## src/rtl/hpzt_pkg.sv

```systemverilog
// Shared types, constants and register map for the head pose zone tracker.
package hpzt_pkg;

    localparam int TIME_BITS  = 32;
    localparam int COUNT_BITS = 16;

    localparam int STAMP_W   = 32;
    localparam int ANGLE_W   = 16;
    localparam int THR_W     = 15;
    localparam int CONF_W    = 32;
    localparam int CNT_OUT_W = 16;
    localparam int ZONE_W    = 3;
    localparam int ADDR_W    = 5;
    localparam int DATA_W    = 32;
    localparam int IDX_W     = 3;
    localparam int CMP_BITS  = (TIME_BITS > CONF_W) ? TIME_BITS : CONF_W;

    localparam logic [THR_W-1:0]  YAW_ENTER_RST    = THR_W'(1280);
    localparam logic [THR_W-1:0]  YAW_EXIT_RST     = THR_W'(960);
    localparam logic [THR_W-1:0]  PITCH_ENTER_RST  = THR_W'(1280);
    localparam logic [THR_W-1:0]  PITCH_EXIT_RST   = THR_W'(960);
    localparam logic [CONF_W-1:0] CONFIRM_TIME_RST = CONF_W'(300000);

    typedef enum logic [ZONE_W-1:0] {
        ZONE_UNKNOWN = 3'd0,
        ZONE_NEUTRAL = 3'd1,
        ZONE_LEFT    = 3'd2,
        ZONE_RIGHT   = 3'd3,
        ZONE_UP      = 3'd4,
        ZONE_DOWN    = 3'd5
    } t_zone;

    typedef enum logic [IDX_W-1:0] {
        REG_YAW_ENTER    = 3'd0,
        REG_YAW_EXIT     = 3'd1,
        REG_PITCH_ENTER  = 3'd2,
        REG_PITCH_EXIT   = 3'd3,
        REG_CONFIRM_TIME = 3'd4
    } t_reg_idx;

    typedef struct packed {
        logic [THR_W-1:0]  yaw_enter;
        logic [THR_W-1:0]  yaw_exit;
        logic [THR_W-1:0]  pitch_enter;
        logic [THR_W-1:0]  pitch_exit;
        logic [CONF_W-1:0] confirm_time;
    } t_cfg;

    typedef struct packed {
        logic [STAMP_W-1:0]        stamp;
        logic                      sample_usable;
        logic                      yaw_present;
        logic signed [ANGLE_W-1:0] yaw_angle;
        logic                      pitch_present;
        logic signed [ANGLE_W-1:0] pitch_angle;
    } t_sample;

    typedef struct packed {
        t_zone                 zone;
        logic                  move_event;
        logic [COUNT_BITS-1:0] left_moves;
        logic [COUNT_BITS-1:0] right_moves;
        logic [COUNT_BITS-1:0] up_moves;
        logic [COUNT_BITS-1:0] down_moves;
    } t_result;

endpackage

```

## src/rtl/hpzt_cfg.sv

```systemverilog
// Configuration register file with APB-style access and validity check.
module hpzt_cfg (
    input  logic                          i_clk,
    input  logic                          i_rst_n,
    input  logic                          psel,
    input  logic                          penable,
    input  logic                          pwrite,
    input  logic [hpzt_pkg::ADDR_W-1:0]   paddr,
    input  logic [hpzt_pkg::DATA_W-1:0]   pwdata,
    output logic [hpzt_pkg::DATA_W-1:0]   prdata,
    output logic                          pready,
    output hpzt_pkg::t_cfg                o_cfg,
    output logic                          o_cfg_ok
);

    hpzt_pkg::t_cfg                 r_cfg;
    logic                           wr_en;
    logic [hpzt_pkg::IDX_W-1:0]     idx;

    assign pready = 1'b1;
    assign wr_en  = psel && penable && pwrite;
    assign idx    = paddr[hpzt_pkg::ADDR_W-1:2];

    always_ff @(posedge i_clk) begin
        if (!i_rst_n) begin
            r_cfg.yaw_enter    <= hpzt_pkg::YAW_ENTER_RST;
            r_cfg.yaw_exit     <= hpzt_pkg::YAW_EXIT_RST;
            r_cfg.pitch_enter  <= hpzt_pkg::PITCH_ENTER_RST;
            r_cfg.pitch_exit   <= hpzt_pkg::PITCH_EXIT_RST;
            r_cfg.confirm_time <= hpzt_pkg::CONFIRM_TIME_RST;
        end else if (wr_en) begin
            unique case (idx)
                hpzt_pkg::REG_YAW_ENTER:    r_cfg.yaw_enter    <= pwdata[hpzt_pkg::THR_W-1:0];
                hpzt_pkg::REG_YAW_EXIT:     r_cfg.yaw_exit     <= pwdata[hpzt_pkg::THR_W-1:0];
                hpzt_pkg::REG_PITCH_ENTER:  r_cfg.pitch_enter  <= pwdata[hpzt_pkg::THR_W-1:0];
                hpzt_pkg::REG_PITCH_EXIT:   r_cfg.pitch_exit   <= pwdata[hpzt_pkg::THR_W-1:0];
                hpzt_pkg::REG_CONFIRM_TIME: r_cfg.confirm_time <= pwdata[hpzt_pkg::CONF_W-1:0];
                default: ;
            endcase
        end
    end

    always_comb begin
        unique case (idx)
            hpzt_pkg::REG_YAW_ENTER:    prdata = hpzt_pkg::DATA_W'(r_cfg.yaw_enter);
            hpzt_pkg::REG_YAW_EXIT:     prdata = hpzt_pkg::DATA_W'(r_cfg.yaw_exit);
            hpzt_pkg::REG_PITCH_ENTER:  prdata = hpzt_pkg::DATA_W'(r_cfg.pitch_enter);
            hpzt_pkg::REG_PITCH_EXIT:   prdata = hpzt_pkg::DATA_W'(r_cfg.pitch_exit);
            hpzt_pkg::REG_CONFIRM_TIME: prdata = hpzt_pkg::DATA_W'(r_cfg.confirm_time);
            default:                    prdata = '0;
        endcase
    end

    assign o_cfg    = r_cfg;
    assign o_cfg_ok = (r_cfg.yaw_exit < r_cfg.yaw_enter)
                   && (r_cfg.pitch_exit < r_cfg.pitch_enter)
                   && (r_cfg.confirm_time != '0);

endmodule

```

## src/rtl/hpzt_core.sv

```systemverilog
// Tracker state and per-sample zone classification, confirmation and counting.
module hpzt_core (
    input  logic              i_clk,
    input  logic              i_rst_n,
    input  logic              i_fire,
    input  hpzt_pkg::t_sample i_smp,
    input  hpzt_pkg::t_cfg    i_cfg,
    input  logic              i_cfg_ok,
    output hpzt_pkg::t_result o_res
);

    localparam int TB = hpzt_pkg::TIME_BITS;
    localparam int CB = hpzt_pkg::COUNT_BITS;
    localparam int AW = hpzt_pkg::ANGLE_W;
    localparam int CW = hpzt_pkg::CMP_BITS;

    logic                r_seen,       n_seen;
    logic [TB-1:0]       r_last,       n_last;
    hpzt_pkg::t_zone     r_cur,        n_cur;
    hpzt_pkg::t_zone     r_pend_zone,  n_pend_zone;
    logic                r_pend_valid, n_pend_valid;
    logic [TB-1:0]       r_pend_start, n_pend_start;
    logic                r_rearm,      n_rearm;
    logic [CB-1:0]       r_left,  n_left;
    logic [CB-1:0]       r_right, n_right;
    logic [CB-1:0]       r_up,    n_up;
    logic [CB-1:0]       r_down,  n_down;

    logic [TB-1:0]       stamp;
    logic [TB-1:0]       elapsed;
    logic                usable;
    logic                reject;
    logic [AW-1:0]       abs_yaw;
    logic [AW-1:0]       abs_pitch;
    logic [AW-1:0]       yaw_lim;
    logic [AW-1:0]       pitch_lim;
    hpzt_pkg::t_zone     raw;
    logic                ev;

    assign stamp  = TB'(i_smp.stamp);
    assign usable = i_smp.sample_usable && i_smp.yaw_present && i_smp.pitch_present;
    assign reject = !i_cfg_ok || (r_seen && (stamp <= r_last));

    // most negative angle wraps to 2^(AW-1), above every threshold
    assign abs_yaw   = i_smp.yaw_angle[AW-1]   ? AW'(-i_smp.yaw_angle)   : AW'(i_smp.yaw_angle);
    assign abs_pitch = i_smp.pitch_angle[AW-1] ? AW'(-i_smp.pitch_angle) : AW'(i_smp.pitch_angle);

    assign yaw_lim   = (r_cur == hpzt_pkg::ZONE_LEFT || r_cur == hpzt_pkg::ZONE_RIGHT)
                     ? AW'(i_cfg.yaw_exit) : AW'(i_cfg.yaw_enter);
    assign pitch_lim = (r_cur == hpzt_pkg::ZONE_UP || r_cur == hpzt_pkg::ZONE_DOWN)
                     ? AW'(i_cfg.pitch_exit) : AW'(i_cfg.pitch_enter);

    always_comb begin
        if (abs_yaw >= yaw_lim) begin
            raw = i_smp.yaw_angle[AW-1] ? hpzt_pkg::ZONE_LEFT : hpzt_pkg::ZONE_RIGHT;
        end else if (abs_pitch >= pitch_lim) begin
            raw = i_smp.pitch_angle[AW-1] ? hpzt_pkg::ZONE_UP : hpzt_pkg::ZONE_DOWN;
        end else begin
            raw = hpzt_pkg::ZONE_NEUTRAL;
        end
    end

    always_comb begin
        n_seen       = r_seen;
        n_last       = r_last;
        n_cur        = r_cur;
        n_pend_zone  = r_pend_zone;
        n_pend_valid = r_pend_valid;
        n_pend_start = r_pend_start;
        n_rearm      = r_rearm;
        n_left       = r_left;
        n_right      = r_right;
        n_up         = r_up;
        n_down       = r_down;
        ev           = 1'b0;
        elapsed      = '0;
        if (!reject) begin
            n_seen = 1'b1;
            n_last = stamp;
            if (!usable) begin
                n_cur        = hpzt_pkg::ZONE_UNKNOWN;
                n_pend_valid = 1'b0;
            end else begin
                if (raw != r_pend_zone) begin
                    n_pend_zone  = raw;
                    n_pend_valid = 1'b1;
                    n_pend_start = stamp;
                end
                elapsed = stamp - n_pend_start;
                if (n_pend_valid && (CW'(elapsed) >= CW'(i_cfg.confirm_time))
                        && (r_cur != n_pend_zone)) begin
                    n_cur = n_pend_zone;
                    if (n_pend_zone == hpzt_pkg::ZONE_NEUTRAL) begin
                        n_rearm = 1'b1;
                    end else if (r_rearm) begin
                        n_rearm = 1'b0;
                        ev      = 1'b1;
                        case (n_pend_zone)
                            hpzt_pkg::ZONE_LEFT:  if (r_left  != '1) n_left  = r_left  + 1'b1;
                            hpzt_pkg::ZONE_RIGHT: if (r_right != '1) n_right = r_right + 1'b1;
                            hpzt_pkg::ZONE_UP:    if (r_up    != '1) n_up    = r_up    + 1'b1;
                            hpzt_pkg::ZONE_DOWN:  if (r_down  != '1) n_down  = r_down  + 1'b1;
                            default: ;
                        endcase
                    end
                end
            end
        end
    end

    always_ff @(posedge i_clk) begin
        if (!i_rst_n) begin
            r_seen       <= 1'b0;
            r_last       <= '0;
            r_cur        <= hpzt_pkg::ZONE_UNKNOWN;
            r_pend_zone  <= hpzt_pkg::ZONE_UNKNOWN;
            r_pend_valid <= 1'b0;
            r_pend_start <= '0;
            r_rearm      <= 1'b1;
            r_left       <= '0;
            r_right      <= '0;
            r_up         <= '0;
            r_down       <= '0;
        end else if (i_fire) begin
            r_seen       <= n_seen;
            r_last       <= n_last;
            r_cur        <= n_cur;
            r_pend_zone  <= n_pend_zone;
            r_pend_valid <= n_pend_valid;
            r_pend_start <= n_pend_start;
            r_rearm      <= n_rearm;
            r_left       <= n_left;
            r_right      <= n_right;
            r_up         <= n_up;
            r_down       <= n_down;
        end
    end

    assign o_res.zone        = reject ? hpzt_pkg::ZONE_UNKNOWN : n_cur;
    assign o_res.move_event  = ev;
    assign o_res.left_moves  = n_left;
    assign o_res.right_moves = n_right;
    assign o_res.up_moves    = n_up;
    assign o_res.down_moves  = n_down;

endmodule

```

## src/rtl/head_pose_zone_tracker.sv

```systemverilog
// Head pose zone tracker top level: request registers, core and result register.
//
// Takes one pose sample request per clock while o_stall is low and returns one result
// per sample, in order. A request is captured in an input register, processed by the
// tracker core (which updates the zone, confirmation and counter state), and the
// result lands in an output register that drives o_valid; throughput is one request
// per cycle as long as o_valid is not held by i_stall. The output register frees the
// input side while a result waits.
// Registers (APB, byte address 4*i): 0 yaw_enter, 1 yaw_exit, 2 pitch_enter,
// 3 pitch_exit, 4 confirm_time. Write registers only while no request is in flight.
// A sample is rejected (zone unknown, no state change) when exit >= enter on either
// axis, confirm_time is zero, or the stamp does not increase.
module head_pose_zone_tracker (
    input  logic                                i_clk,
    input  logic                                i_rst_n,
    input  logic                                i_valid,
    output logic                                o_stall,
    input  logic [hpzt_pkg::STAMP_W-1:0]        i_stamp,
    input  logic                                i_sample_usable,
    input  logic                                i_yaw_present,
    input  logic signed [hpzt_pkg::ANGLE_W-1:0] i_yaw_angle,
    input  logic                                i_pitch_present,
    input  logic signed [hpzt_pkg::ANGLE_W-1:0] i_pitch_angle,
    output logic                                o_valid,
    input  logic                                i_stall,
    output logic [hpzt_pkg::ZONE_W-1:0]         o_zone,
    output logic                                o_move_event,
    output logic [hpzt_pkg::CNT_OUT_W-1:0]      o_left_moves,
    output logic [hpzt_pkg::CNT_OUT_W-1:0]      o_right_moves,
    output logic [hpzt_pkg::CNT_OUT_W-1:0]      o_up_moves,
    output logic [hpzt_pkg::CNT_OUT_W-1:0]      o_down_moves,
    input  logic                                psel,
    input  logic                                penable,
    input  logic                                pwrite,
    input  logic [hpzt_pkg::ADDR_W-1:0]         paddr,
    input  logic [hpzt_pkg::DATA_W-1:0]         pwdata,
    output logic [hpzt_pkg::DATA_W-1:0]         prdata,
    output logic                                pready
);

    hpzt_pkg::t_cfg    cfg;
    logic              cfg_ok;
    logic              r_in_valid;
    hpzt_pkg::t_sample r_in;
    logic              r_out_valid;
    hpzt_pkg::t_result r_out;
    hpzt_pkg::t_result core_res;
    logic              adv;
    logic              take;

    hpzt_cfg u_cfg (
        .i_clk    (i_clk),
        .i_rst_n  (i_rst_n),
        .psel     (psel),
        .penable  (penable),
        .pwrite   (pwrite),
        .paddr    (paddr),
        .pwdata   (pwdata),
        .prdata   (prdata),
        .pready   (pready),
        .o_cfg    (cfg),
        .o_cfg_ok (cfg_ok)
    );

    hpzt_core u_core (
        .i_clk    (i_clk),
        .i_rst_n  (i_rst_n),
        .i_fire   (adv),
        .i_smp    (r_in),
        .i_cfg    (cfg),
        .i_cfg_ok (cfg_ok),
        .o_res    (core_res)
    );

    assign adv     = r_in_valid && (!r_out_valid || !i_stall);
    assign o_stall = r_in_valid && !adv;
    assign take    = i_valid && !o_stall;

    always_ff @(posedge i_clk) begin
        if (!i_rst_n) begin
            r_in_valid <= 1'b0;
        end else if (take) begin
            r_in_valid <= 1'b1;
        end else if (adv) begin
            r_in_valid <= 1'b0;
        end
    end

    always_ff @(posedge i_clk) begin
        if (take) begin
            r_in.stamp         <= i_stamp;
            r_in.sample_usable <= i_sample_usable;
            r_in.yaw_present   <= i_yaw_present;
            r_in.yaw_angle     <= i_yaw_angle;
            r_in.pitch_present <= i_pitch_present;
            r_in.pitch_angle   <= i_pitch_angle;
        end
    end

    always_ff @(posedge i_clk) begin
        if (!i_rst_n) begin
            r_out_valid <= 1'b0;
        end else if (adv) begin
            r_out_valid <= 1'b1;
        end else if (!i_stall) begin
            r_out_valid <= 1'b0;
        end
    end

    always_ff @(posedge i_clk) begin
        if (adv) begin
            r_out <= core_res;
        end
    end

    assign o_valid       = r_out_valid;
    assign o_zone        = r_out.zone;
    assign o_move_event  = r_out.move_event;
    assign o_left_moves  = hpzt_pkg::CNT_OUT_W'(r_out.left_moves);
    assign o_right_moves = hpzt_pkg::CNT_OUT_W'(r_out.right_moves);
    assign o_up_moves    = hpzt_pkg::CNT_OUT_W'(r_out.up_moves);
    assign o_down_moves  = hpzt_pkg::CNT_OUT_W'(r_out.down_moves);

    a_adv_fills_out: assert property (@(posedge i_clk) disable iff (!i_rst_n)
        adv |=> o_valid)
        else $error("processed request did not produce a result");

    a_bad_cfg_unknown: assert property (@(posedge i_clk) disable iff (!i_rst_n)
        adv && !cfg_ok |=> (o_zone == hpzt_pkg::ZONE_UNKNOWN) && !o_move_event)
        else $error("request under invalid configuration not rejected");

    a_event_zone: assert property (@(posedge i_clk) disable iff (!i_rst_n)
        o_valid && o_move_event |->
            (o_zone == hpzt_pkg::ZONE_LEFT) || (o_zone == hpzt_pkg::ZONE_RIGHT)
            || (o_zone == hpzt_pkg::ZONE_UP) || (o_zone == hpzt_pkg::ZONE_DOWN))
        else $error("move event outside a movement zone");

    a_stall_only_full: assert property (@(posedge i_clk) disable iff (!i_rst_n)
        o_stall |-> r_in_valid && r_out_valid)
        else $error("input stalled with room in the pipeline");

endmodule
```

## config.mk

```make
export PLATFORM = sky130hd
export DESIGN_NAME = head_pose_zone_tracker
export DESIGN_NICKNAME = d
export VERILOG_FILES = /design/src/rtl/hpzt_pkg.sv /design/src/rtl/hpzt_cfg.sv /design/src/rtl/hpzt_core.sv /design/src/rtl/head_pose_zone_tracker.sv
export SDC_FILE = /design/constraint.sdc
export NUM_CORES = 1
export LEC_CHECK = 0
export ABC_AREA = 1
export BUFFER_PORTS_ARGS = -buffer_cell sky130_fd_sc_hd__buf_4
export CAP_MARGIN = 0
export CELL_PAD_IN_SITES_DETAIL_PLACEMENT = 2
export CELL_PAD_IN_SITES_GLOBAL_PLACEMENT = 2
export CORE_UTILIZATION = 35
export CTS_CLUSTER_DIAMETER = 150
export DETAILED_ROUTE_END_ITERATION = 8
export GPL_TIMING_DRIVEN = 0
export HOLD_SLACK_MARGIN = 0.15
export PLACE_DENSITY = 0.91
export SLEW_MARGIN = 20
export SYNTH_ARGS = -nofsm -noshare
export SYNTH_HDL_FRONTEND = slang
export SYNTH_SLANG_ARGS = --single-unit
export TNS_END_PERCENT = 30
```

## constraint.sdc

```tcl
create_clock -name i_clk -period 8.3 [get_ports i_clk]
set_clock_uncertainty 0.1 [all_clocks]
set_input_delay 0.83 -clock i_clk [delete_from_list [all_inputs] [get_ports i_clk]]
set_output_delay 0.83 -clock i_clk [all_outputs]
set_load 0.03 [all_outputs]
```

; Word level (Yosys, flattened, before mapping)
; Cells that the tools add are included.
[word_totals]
word_cells = 155
register_bits = 366
output_inout_bits = 103
input_bits = 111
[op_classes]
eq_ne = 20
n_lt_le_gt_ge = 6
bitwise = 3
add_sub_neg = 7
n_mux = 56
n_reduce_logical = 33
[op_table]
columns = cell, n
row1 = 16-bit 2-to-1 mux, 30
row2 = 32-bit one-hot mux with 5 select lines, 1
row3 = 32-bit 2-to-1 mux, 3
row4 = "16-bit by 1-bit adder with 16-bit output, second input constant", 4
row5 = "16-bit inequality test, second input constant", 4
row6 = 16-bit greater-or-equal comparator, 2
row7 = 32-bit greater-or-equal comparator, 1
row8 = 32-bit <= comparator, 1
row9 = 16-bit negator, 2
row10 = 32-bit nonzero test, 1
row11 = 32-bit subtractor, 1
row12 = 15-bit < comparator, 2
row13 = 15-bit 2-to-1 mux, 2
row14 = 3-bit 2-to-1 mux, 8
row15 = "3-bit by 2-bit equality test with 1-bit output, second input constant", 6
row16 = "3-bit equality test, second input constant", 5
row17 = 1-bit logical AND, 12
row18 = 1-bit 2-to-1 mux, 12
row19 = 2-bit AND reduction, 6
row20 = "3-bit by 1-bit equality test with 1-bit output, second input constant", 2
row21 = 3-bit inequality test, 2
row22 = 1-bit logical NOT, 5
row23 = 1-bit logical OR, 4
row24 = 4-bit AND reduction, 1
row25 = 6 further kinds, 8

; Depth between registers and ports, before layout
; Gate-level depths: netlist (run 1).
[depth]
ltp_word = 17
depth_mapped = 60
mapped_depth_nobuf = 60

; Hierarchy
; A second synthesis (run 1) with hierarchy kept.
[hier_totals]
cells_unflattened = 2784
hier_area_um2 = 21475.6
[modules_own_cells]
columns = mod, instances, seq_area_each_um2, cells_each, area_per_inst_um2
row1 = hpzt_core, 1, 2742.6, 1975, 12746.0
row2 = hpzt_cfg, 1, 1841.8, 661, 4580.6
row3 = head_pose_zone_tracker, 1, 4093.9, 148, 4149.0

; Worst setup path before layout (run 1)
; No wires, ideal clock.
[synth_timing]
kind = reg2reg
from = register r_in[17] in the netlist's numbering
to = register r_out, in the netlist o_down_moves[13], data pin
stages_incl_launch_ff = 57
setup_time_ps = 251
required_ps = 7949
t_arrival_ps = 6981
path_slack_ps = 968
period_less_slack_ps = 7332
path_buffers = 1
path_cell_list = edfxtp_1 inv_1 ha_1 nand3_1 nor3_1 inv_1 nor4_1 nand2_1 o21ai_0 xor2_1 ha_1 nand3_1 inv_1 nand2_1 nand2_1 nor2_1 nand2_2 nor2_4 (+21 left out) nand3_1 nand2_1 ha_1 nand2_1 nor4_1 nand2_1 nand2_1 nand2_1 nand2_1 nand2_4 inv_4 nand3_4 nor2_8 nand2_1 inv_1 nand2_1 nand2_1 inv_1
[synth_rtl]
columns = element, line_no
row1 = from (decl), head_pose_zone_tracker.sv:44  ; hpzt_pkg::t_sample r_in;
row2 = to (signal assigned), head_pose_zone_tracker.sv:112  ; r_out <= core_res;
row3 = to (decl), head_pose_zone_tracker.sv:46  ; hpzt_pkg::t_result r_out;

==> results_dict.tcl, run 1 <==
set metrics [dict create \
    status "finished with violations" \
    violations "DRC, setup timing" \
    placed_area_um2 23600 \
    drt_iter0_markers 1779 \
    cpMostUsedCell "nand2_1" \
    crit_fanout 6 \
    antenna_found_initial 4 \
    synthArstFlopShare 0 \
    clockBufferDepth 3 \
    power.density_nw_per_um2 216 \
    synth_area_leaders "dfxtp_1, edfxtp_1, ha_1" \
    finalHoldViolations 0 \
    io_pins 214 \
    max_freq_mhz 113 \
    required_ns 8.72 \
    max_slew_margin 0.210 \
    area.growth.synth_to_final_pct 29.1 \
    netlist_instances 2685 \
    cts_sinks 366 \
    synth.largest_area_cell "dfxtp_1" \
    hold_path_class "input port to flop" \
    synth_nets 2956 \
    vdd_drop_max_v 0.000133 \
    finalSetupTns_ns -44.00 \
    clkLatencyLatePin_ns 0.63 \
    gr-total-overflow 0 \
    seq_area_frac_synth 0.414 \
    setup_violations 136 \
    crit_type "flop to flop" \
    synth.distinct_cells 54 \
    path_clk_slew_ns 0.07 \
    critPathLaunchType "flop" \
    slowest_stage "nor3_1" \
    synth_warnings 0 \
    final_area_um2 27100 \
    cp-end-kind "flop" \
    start_util 0.355 \
    grt_pass1_wl_um 138000 \
    drt-total-wl_um 115000 \
    synth_most_common_cell "nand2_1" \
    antenna_left 0 \
    cts_tree "done" \
    synth_edf_count 135 \
    wl_per_cell_um 29.9 \
    numCtsBuffers 44 \
    cts_htree_levels 2 \
    fin_ws_ns -0.535 \
    syn-cell-area_um2 21000 \
    fin_crit_sh 1.06 \
    drc 24 \
    min-delay-start "i_stamp[31]" \
    grt_start_max_net_pins 57 \
    grt_setup_unrepaired "true" \
    dp_hpwl_um 64000 \
    r2r-start "r_in[2]" \
    dr.pass1.iters 7 \
    hold_ws_ns 0.289 \
    cts_root_buf "clkbuf_16" \
    worstMarginPinSlew_ns 1.18 \
    rows 89 \
    critPathMaxStageDelay_ns 0.52 \
    synth.top_cell.area_share 0.220 \
    place.gp.congestion 0.891 \
    nets 3297 \
    cts_hold_buf 0 \
    routed-via-count 23100 \
    die_h_um 247 \
    period_needed_ns 8.83 \
    numPortBuffers 210 \
    die_w_um 247 \
    fillCellCount 6413 \
    drive_above_1_share 0.211 \
    dieArea_um2 60900 \
    grt_pass1_vias 24000 \
    arrival_ns 9.25 \
    ys.flop_type "dfxtp_1" \
    synth_seq_cells 366 \
    p_leak_nw 12.0 \
    maxSlewViolCount 0 \
    viasPerCell 6.02 \
    synth_area_per_cell_um2 7.81 \
    worstSetupStartpoint "r_in[2]" \
    yosys-top-cells-count "nand2_1, inv_1, o21ai_0" \
    grt_usage 0.294 \
    drv_cap 0 \
    core_um2 59100 \
]
## metrics by stage
stage	util	worst slack, ns	power, mW	instances
6_report	0.458	-0.535	5.85	3836
5_1_grt	0.458	-0.753	5.98	3836
3_3_place_gp	0.398	-1.05	3.07	3668
4_1_cts	0.434	0.00325	5.38	3780
3_5_place_dp	0.399	-1.67	3.17	3670
2_1_floorplan	-	0.968	2.76	2685
## critical path, delay by kind of cell (launching register included)
family	cells	cell delay [ns]
multiplexers	1	0.22
XOR/XNOR	1	0.31
flip-flops	1	0.47
adder cells (fa/ha/maj)	3	0.99
buffers and inverters	8	0.99
AND/OR/NAND/NOR	32	3.92
AO/OA/AOI/OAI	10	1.68
## path summary, 6_finish.rpt
check,endpoint,depth (start not counted),slack (ns)
setup / recovery,u_core.r_left[7],55,-0.53
hold / removal,r_in[66],1,0.29
setup reg to reg,u_core.r_left[7],55,-0.53
hold reg to reg,u_core.r_last[6],2,0.37
## report_power, final
group          internal [mW]  switching, mW
registers               1.96         0.0832
clock network           1.24          0.947
logic                  0.561           1.06
total                   3.76           2.09
## cell usage in the layout, fill, tap and decap left out, drive strengths merged, types with 12 or more instances in the layout
| cell | instances |
|---|---|
| a21oi | 257 |
| a221oi | 13 |
| buf | 308 |
| clkbuf | 135 |
| clkinv | 15 |
| dfxtp | 231 |
| edfxtp | 135 |
| ha | 159 |
| inv | 410 |
| mux2i | 29 |
| nand2 | 489 |
| nand3 | 130 |
| nand4 | 47 |
| nor2 | 199 |
| nor3 | 45 |
| o211ai | 36 |
| o21a | 12 |
| o21ai | 286 |
| xor2 | 54 |
## cell type report
class / instances / area, µm² / area share
Antenna cell: 1 / 2.50 / 0.0000924
Tap cell: 773 / 967 / 0.0357
Clock inverter: 24 / 344 / 0.0127
Inverter: 411 / 1570 / 0.0578
Sequential cell: 366 / 8680 / 0.320
Timing Repair Buffer: 294 / 2390 / 0.0881
Buffer: 91 / 419 / 0.0155
Multi-Input combinational cell: 1818 / 11500 / 0.426
Clock buffer: 58 / 1190 / 0.0441
## registers in the layout (all words and copies together), names as in the netlist, 3 cells and up
register	cells
u_core.r_down	16
u_core.r_cur	3
u_cfg.o_cfg	92
u_core.r_pend_start	32
u_core.r_last	32
o_left_moves	16
o_down_moves	16
o_zone	3
u_core.r_up	16
r_in	67
o_up_moves	16
u_core.r_left	16
o_right_moves	16
u_core.r_pend_zone	3
u_core.r_right	16
## logic make-up after synthesis
group	Yosys count	synth area share
simple gates	925	0.193
compound gates	639	0.165
buf+inv	502	0.0921
flops	366	0.414
fa+ha+maj	160	0.0958
xor+xnor	63	0.0267
mux	29	0.0138
other cells	1	0.000179
## layer usage
layer | global-route usage | wire [µm] | vias to the layer above
met1 | 0.334 | 41900 | 11600
li1 | - | - | 9704
met2 | 0.535 | 56700 | 1206
met5 | 0 | 23 | -
met3 | 0.0379 | 7590 | 553
met4 | 0.154 | 8700 | 4
## what timing repair did
| item | 4_1_cts | 5_1_grt |
|---|---|---|
| gates resized for setup | 83 | 258 |
| setup buffers | 28 | 50 |
| pin swaps | 30 | 79 |
| endpoints found under the hold margin | 0 | 0 |
| gates cloned | 0 | 6 |
| endpoints found under the setup margin | 136 | 136 |
(Power assumes the default switching activity.)
==> run 2: changes to the inputs <==
SETUP_SLACK_MARGIN = 0.1   (was default)
==> run 2 against run 1 <==
Via count decreased by 0.14%. Critical endpoint is now u_core.r_left[12]. First-iteration DRC count down 7.8%. The run still ends with DRC, setup timing left. Sequential cell count is the same. Sequential power about the same. Largest power group unchanged.
==> results_dict.tcl, run 2 (synthesis results as in run 1) <==
set metrics [dict create \
    status "finished with violations" \
    violations "DRC, setup timing" \
    cp-end-kind "flop" \
    cts_sinks 366 \
    drt_iter0_markers 1641 \
    r2r-start "r_in[0]" \
    io_pins 214 \
    gr-total-overflow 0 \
    hold_path_class "input port to flop" \
    fin_ws_ns -0.641 \
    fin_crit_sh 1.08 \
    mostFrequentLayoutCell "nand2_1" \
    grt_usage 0.309 \
    path_clk_slew_ns 0.07 \
    cts_root_buf "clkbuf_16" \
    dr.pass1.iters 7 \
    die_h_um 247 \
    viasPerCell 6.00 \
    numCtsBuffers 44 \
    pre_cts_ws_ns -1.67 \
    critPathMaxStageDelay_ns 0.43 \
    required_ns 8.73 \
    slowest_stage "edfxtp_1" \
    cts_htree_levels 2 \
    period_needed_ns 8.94 \
    drc 48 \
    multi_input_area_um2 11200 \
    area.growth.synth_to_final_pct 27.4 \
    power.share.clock 0.379 \
    max_slew_margin 0.139 \
    vdd_drop_max_v 0.000142 \
    max_freq_mhz 112 \
    place.gp.congestion 0.891 \
    regArea_um2 8680 \
    p_comb_frac 0.268 \
    mostFrequentLayoutCells "nand2_1, inv_1, buf_4, a21oi_1, o21ai_0" \
    setup_violations 135 \
    die_w_um 247 \
    finalHoldViolations 0 \
    rrSetupSlack_ns -0.64 \
    start_util 0.355 \
    routed-via-count 23100 \
    dieArea_um2 60900 \
    intPower_mw 3.73 \
    largest_reg_flops 92 \
    clkLatencyLatePin_ns 0.64 \
    wl_per_cell_um 29.4 \
    numPortBuffers 210 \
    crit_type "flop to flop" \
    cpMostUsedCell "nand2_1" \
    hold_depth 1 \
    grt_setup_unrepaired "true" \
    fillCellCount 6502 \
    arrival_ns 9.37 \
    rows 89 \
    critPathLaunchType "flop" \
    min-delay-start "i_stamp[31]" \
    antenna_left 0 \
    grt_start_max_net_pins 57 \
    antenna_found_initial 4 \
    p_leak_nw 11.9 \
    core_um2 59100 \
    maxSlewViolCount 0 \
    nets 3303 \
    dp_hpwl_um 64000 \
    cts_tree "done" \
    grt_pass1_wl_um 144000 \
    drt-total-wl_um 113000 \
    pwr-share-seq 0.353 \
    p_sw_frac 0.354 \
    min_to "r_in[66]" \
    clockBufferDepth 3 \
    power.density_nw_per_um2 216 \
    finalSetupTns_ns -55.35 \
    crit_fanout 5 \
    worstMarginPinSlew_ns 1.28 \
    reg2reg_to "u_core.r_left[12]" \
    drv_cap 0 \
    reg2regPathDepth 53 \
    grt_pass1_vias 24300 \
    power_switching_mw 2.04 \
    drive_above_1_share 0.186 \
]
==> run 2: power groups by stage <==
stage | logic, mW | registers [mW] | clock network, mW
after CTS | 1.24 | 2.02 | 2.14
after global placement | 1.01 | 2.05 | 0
final | 1.55 | 2.04 | 2.19
after global routing | 1.61 | 2.04 | 2.24
after floorplan | 0.682 | 2.07 | 0
after detailed placement | 1.11 | 2.06 | 0
==> run 2: metrics by stage <==
stage          hold slack (ns)  total power, mW  instances   util  area [µm²]
6_report                 0.282             5.77       3844  0.452       26700
5_1_grt                  0.280             5.89       3841  0.452       26700
2_1_floorplan            0.333             2.76       2685      -       21000
3_5_place_dp             0.354             3.17       3670  0.399       23600
4_1_cts                  0.270             5.41       3789  0.437       25800
3_3_place_gp             0.343             3.07       3668  0.398       23500
==> run 2: layout make-up <==
type / count / area share
Timing Repair Buffer: 301 / 0.0895
Tap cell: 773 / 0.0362
Antenna cell: 3 / 0.000281
Clock inverter: 24 / 0.0129
Multi-Input combinational cell: 1817 / 0.418
Sequential cell: 366 / 0.325
Buffer: 91 / 0.0157
Inverter: 411 / 0.0583
Clock buffer: 58 / 0.0447
==> run 2: worst max-delay path by stage <==
stage	start	endpoint	slack, ns	cells after the start
CTS	r_in[0]	o_left_moves[3]	0.10	52
global placement	r_in[17]	o_left_moves[13]	-1.05	54
floorplan	r_in[17]	o_down_moves[13]	0.97	56
global route	r_in[0]	o_down_moves[9]	-0.77	53
finish	r_in[0]	u_core.r_left[12]	-0.64	53
detailed placement	r_in[17]	o_left_moves[13]	-1.67	54
==> run 2: per-layer routing <==
metal / up-vias / global-route usage / share of wire
li1: 9702 / - / -
met4: 6 / 0.166 / 0.072
met3: 555 / 0.0424 / 0.068
met1: 11600 / 0.349 / 0.37
met5: - / 0 / 0.00057
met2: 1203 / 0.559 / 0.49
==> run 2: what timing repair did <==
action,CTS,global route
setup endpoints to repair,136,136
setup buffers,37,49
hold buffers,0,0
gates cloned,0,3
pin swaps,46,78
resized for setup,109,112
==> run 2: worst max-delay path, delay by kind of cell, from the launching register on <==
family,cells,cell delay (ns)
multiplexers,1,0.32
buffers and inverters,8,1.08
XOR/XNOR,1,0.30
AO/OA/AOI/OAI,6,1.22
AND/OR/NAND/NOR,34,4.37
adder cells (fa/ha/maj),3,1.00
flip-flops,1,0.43
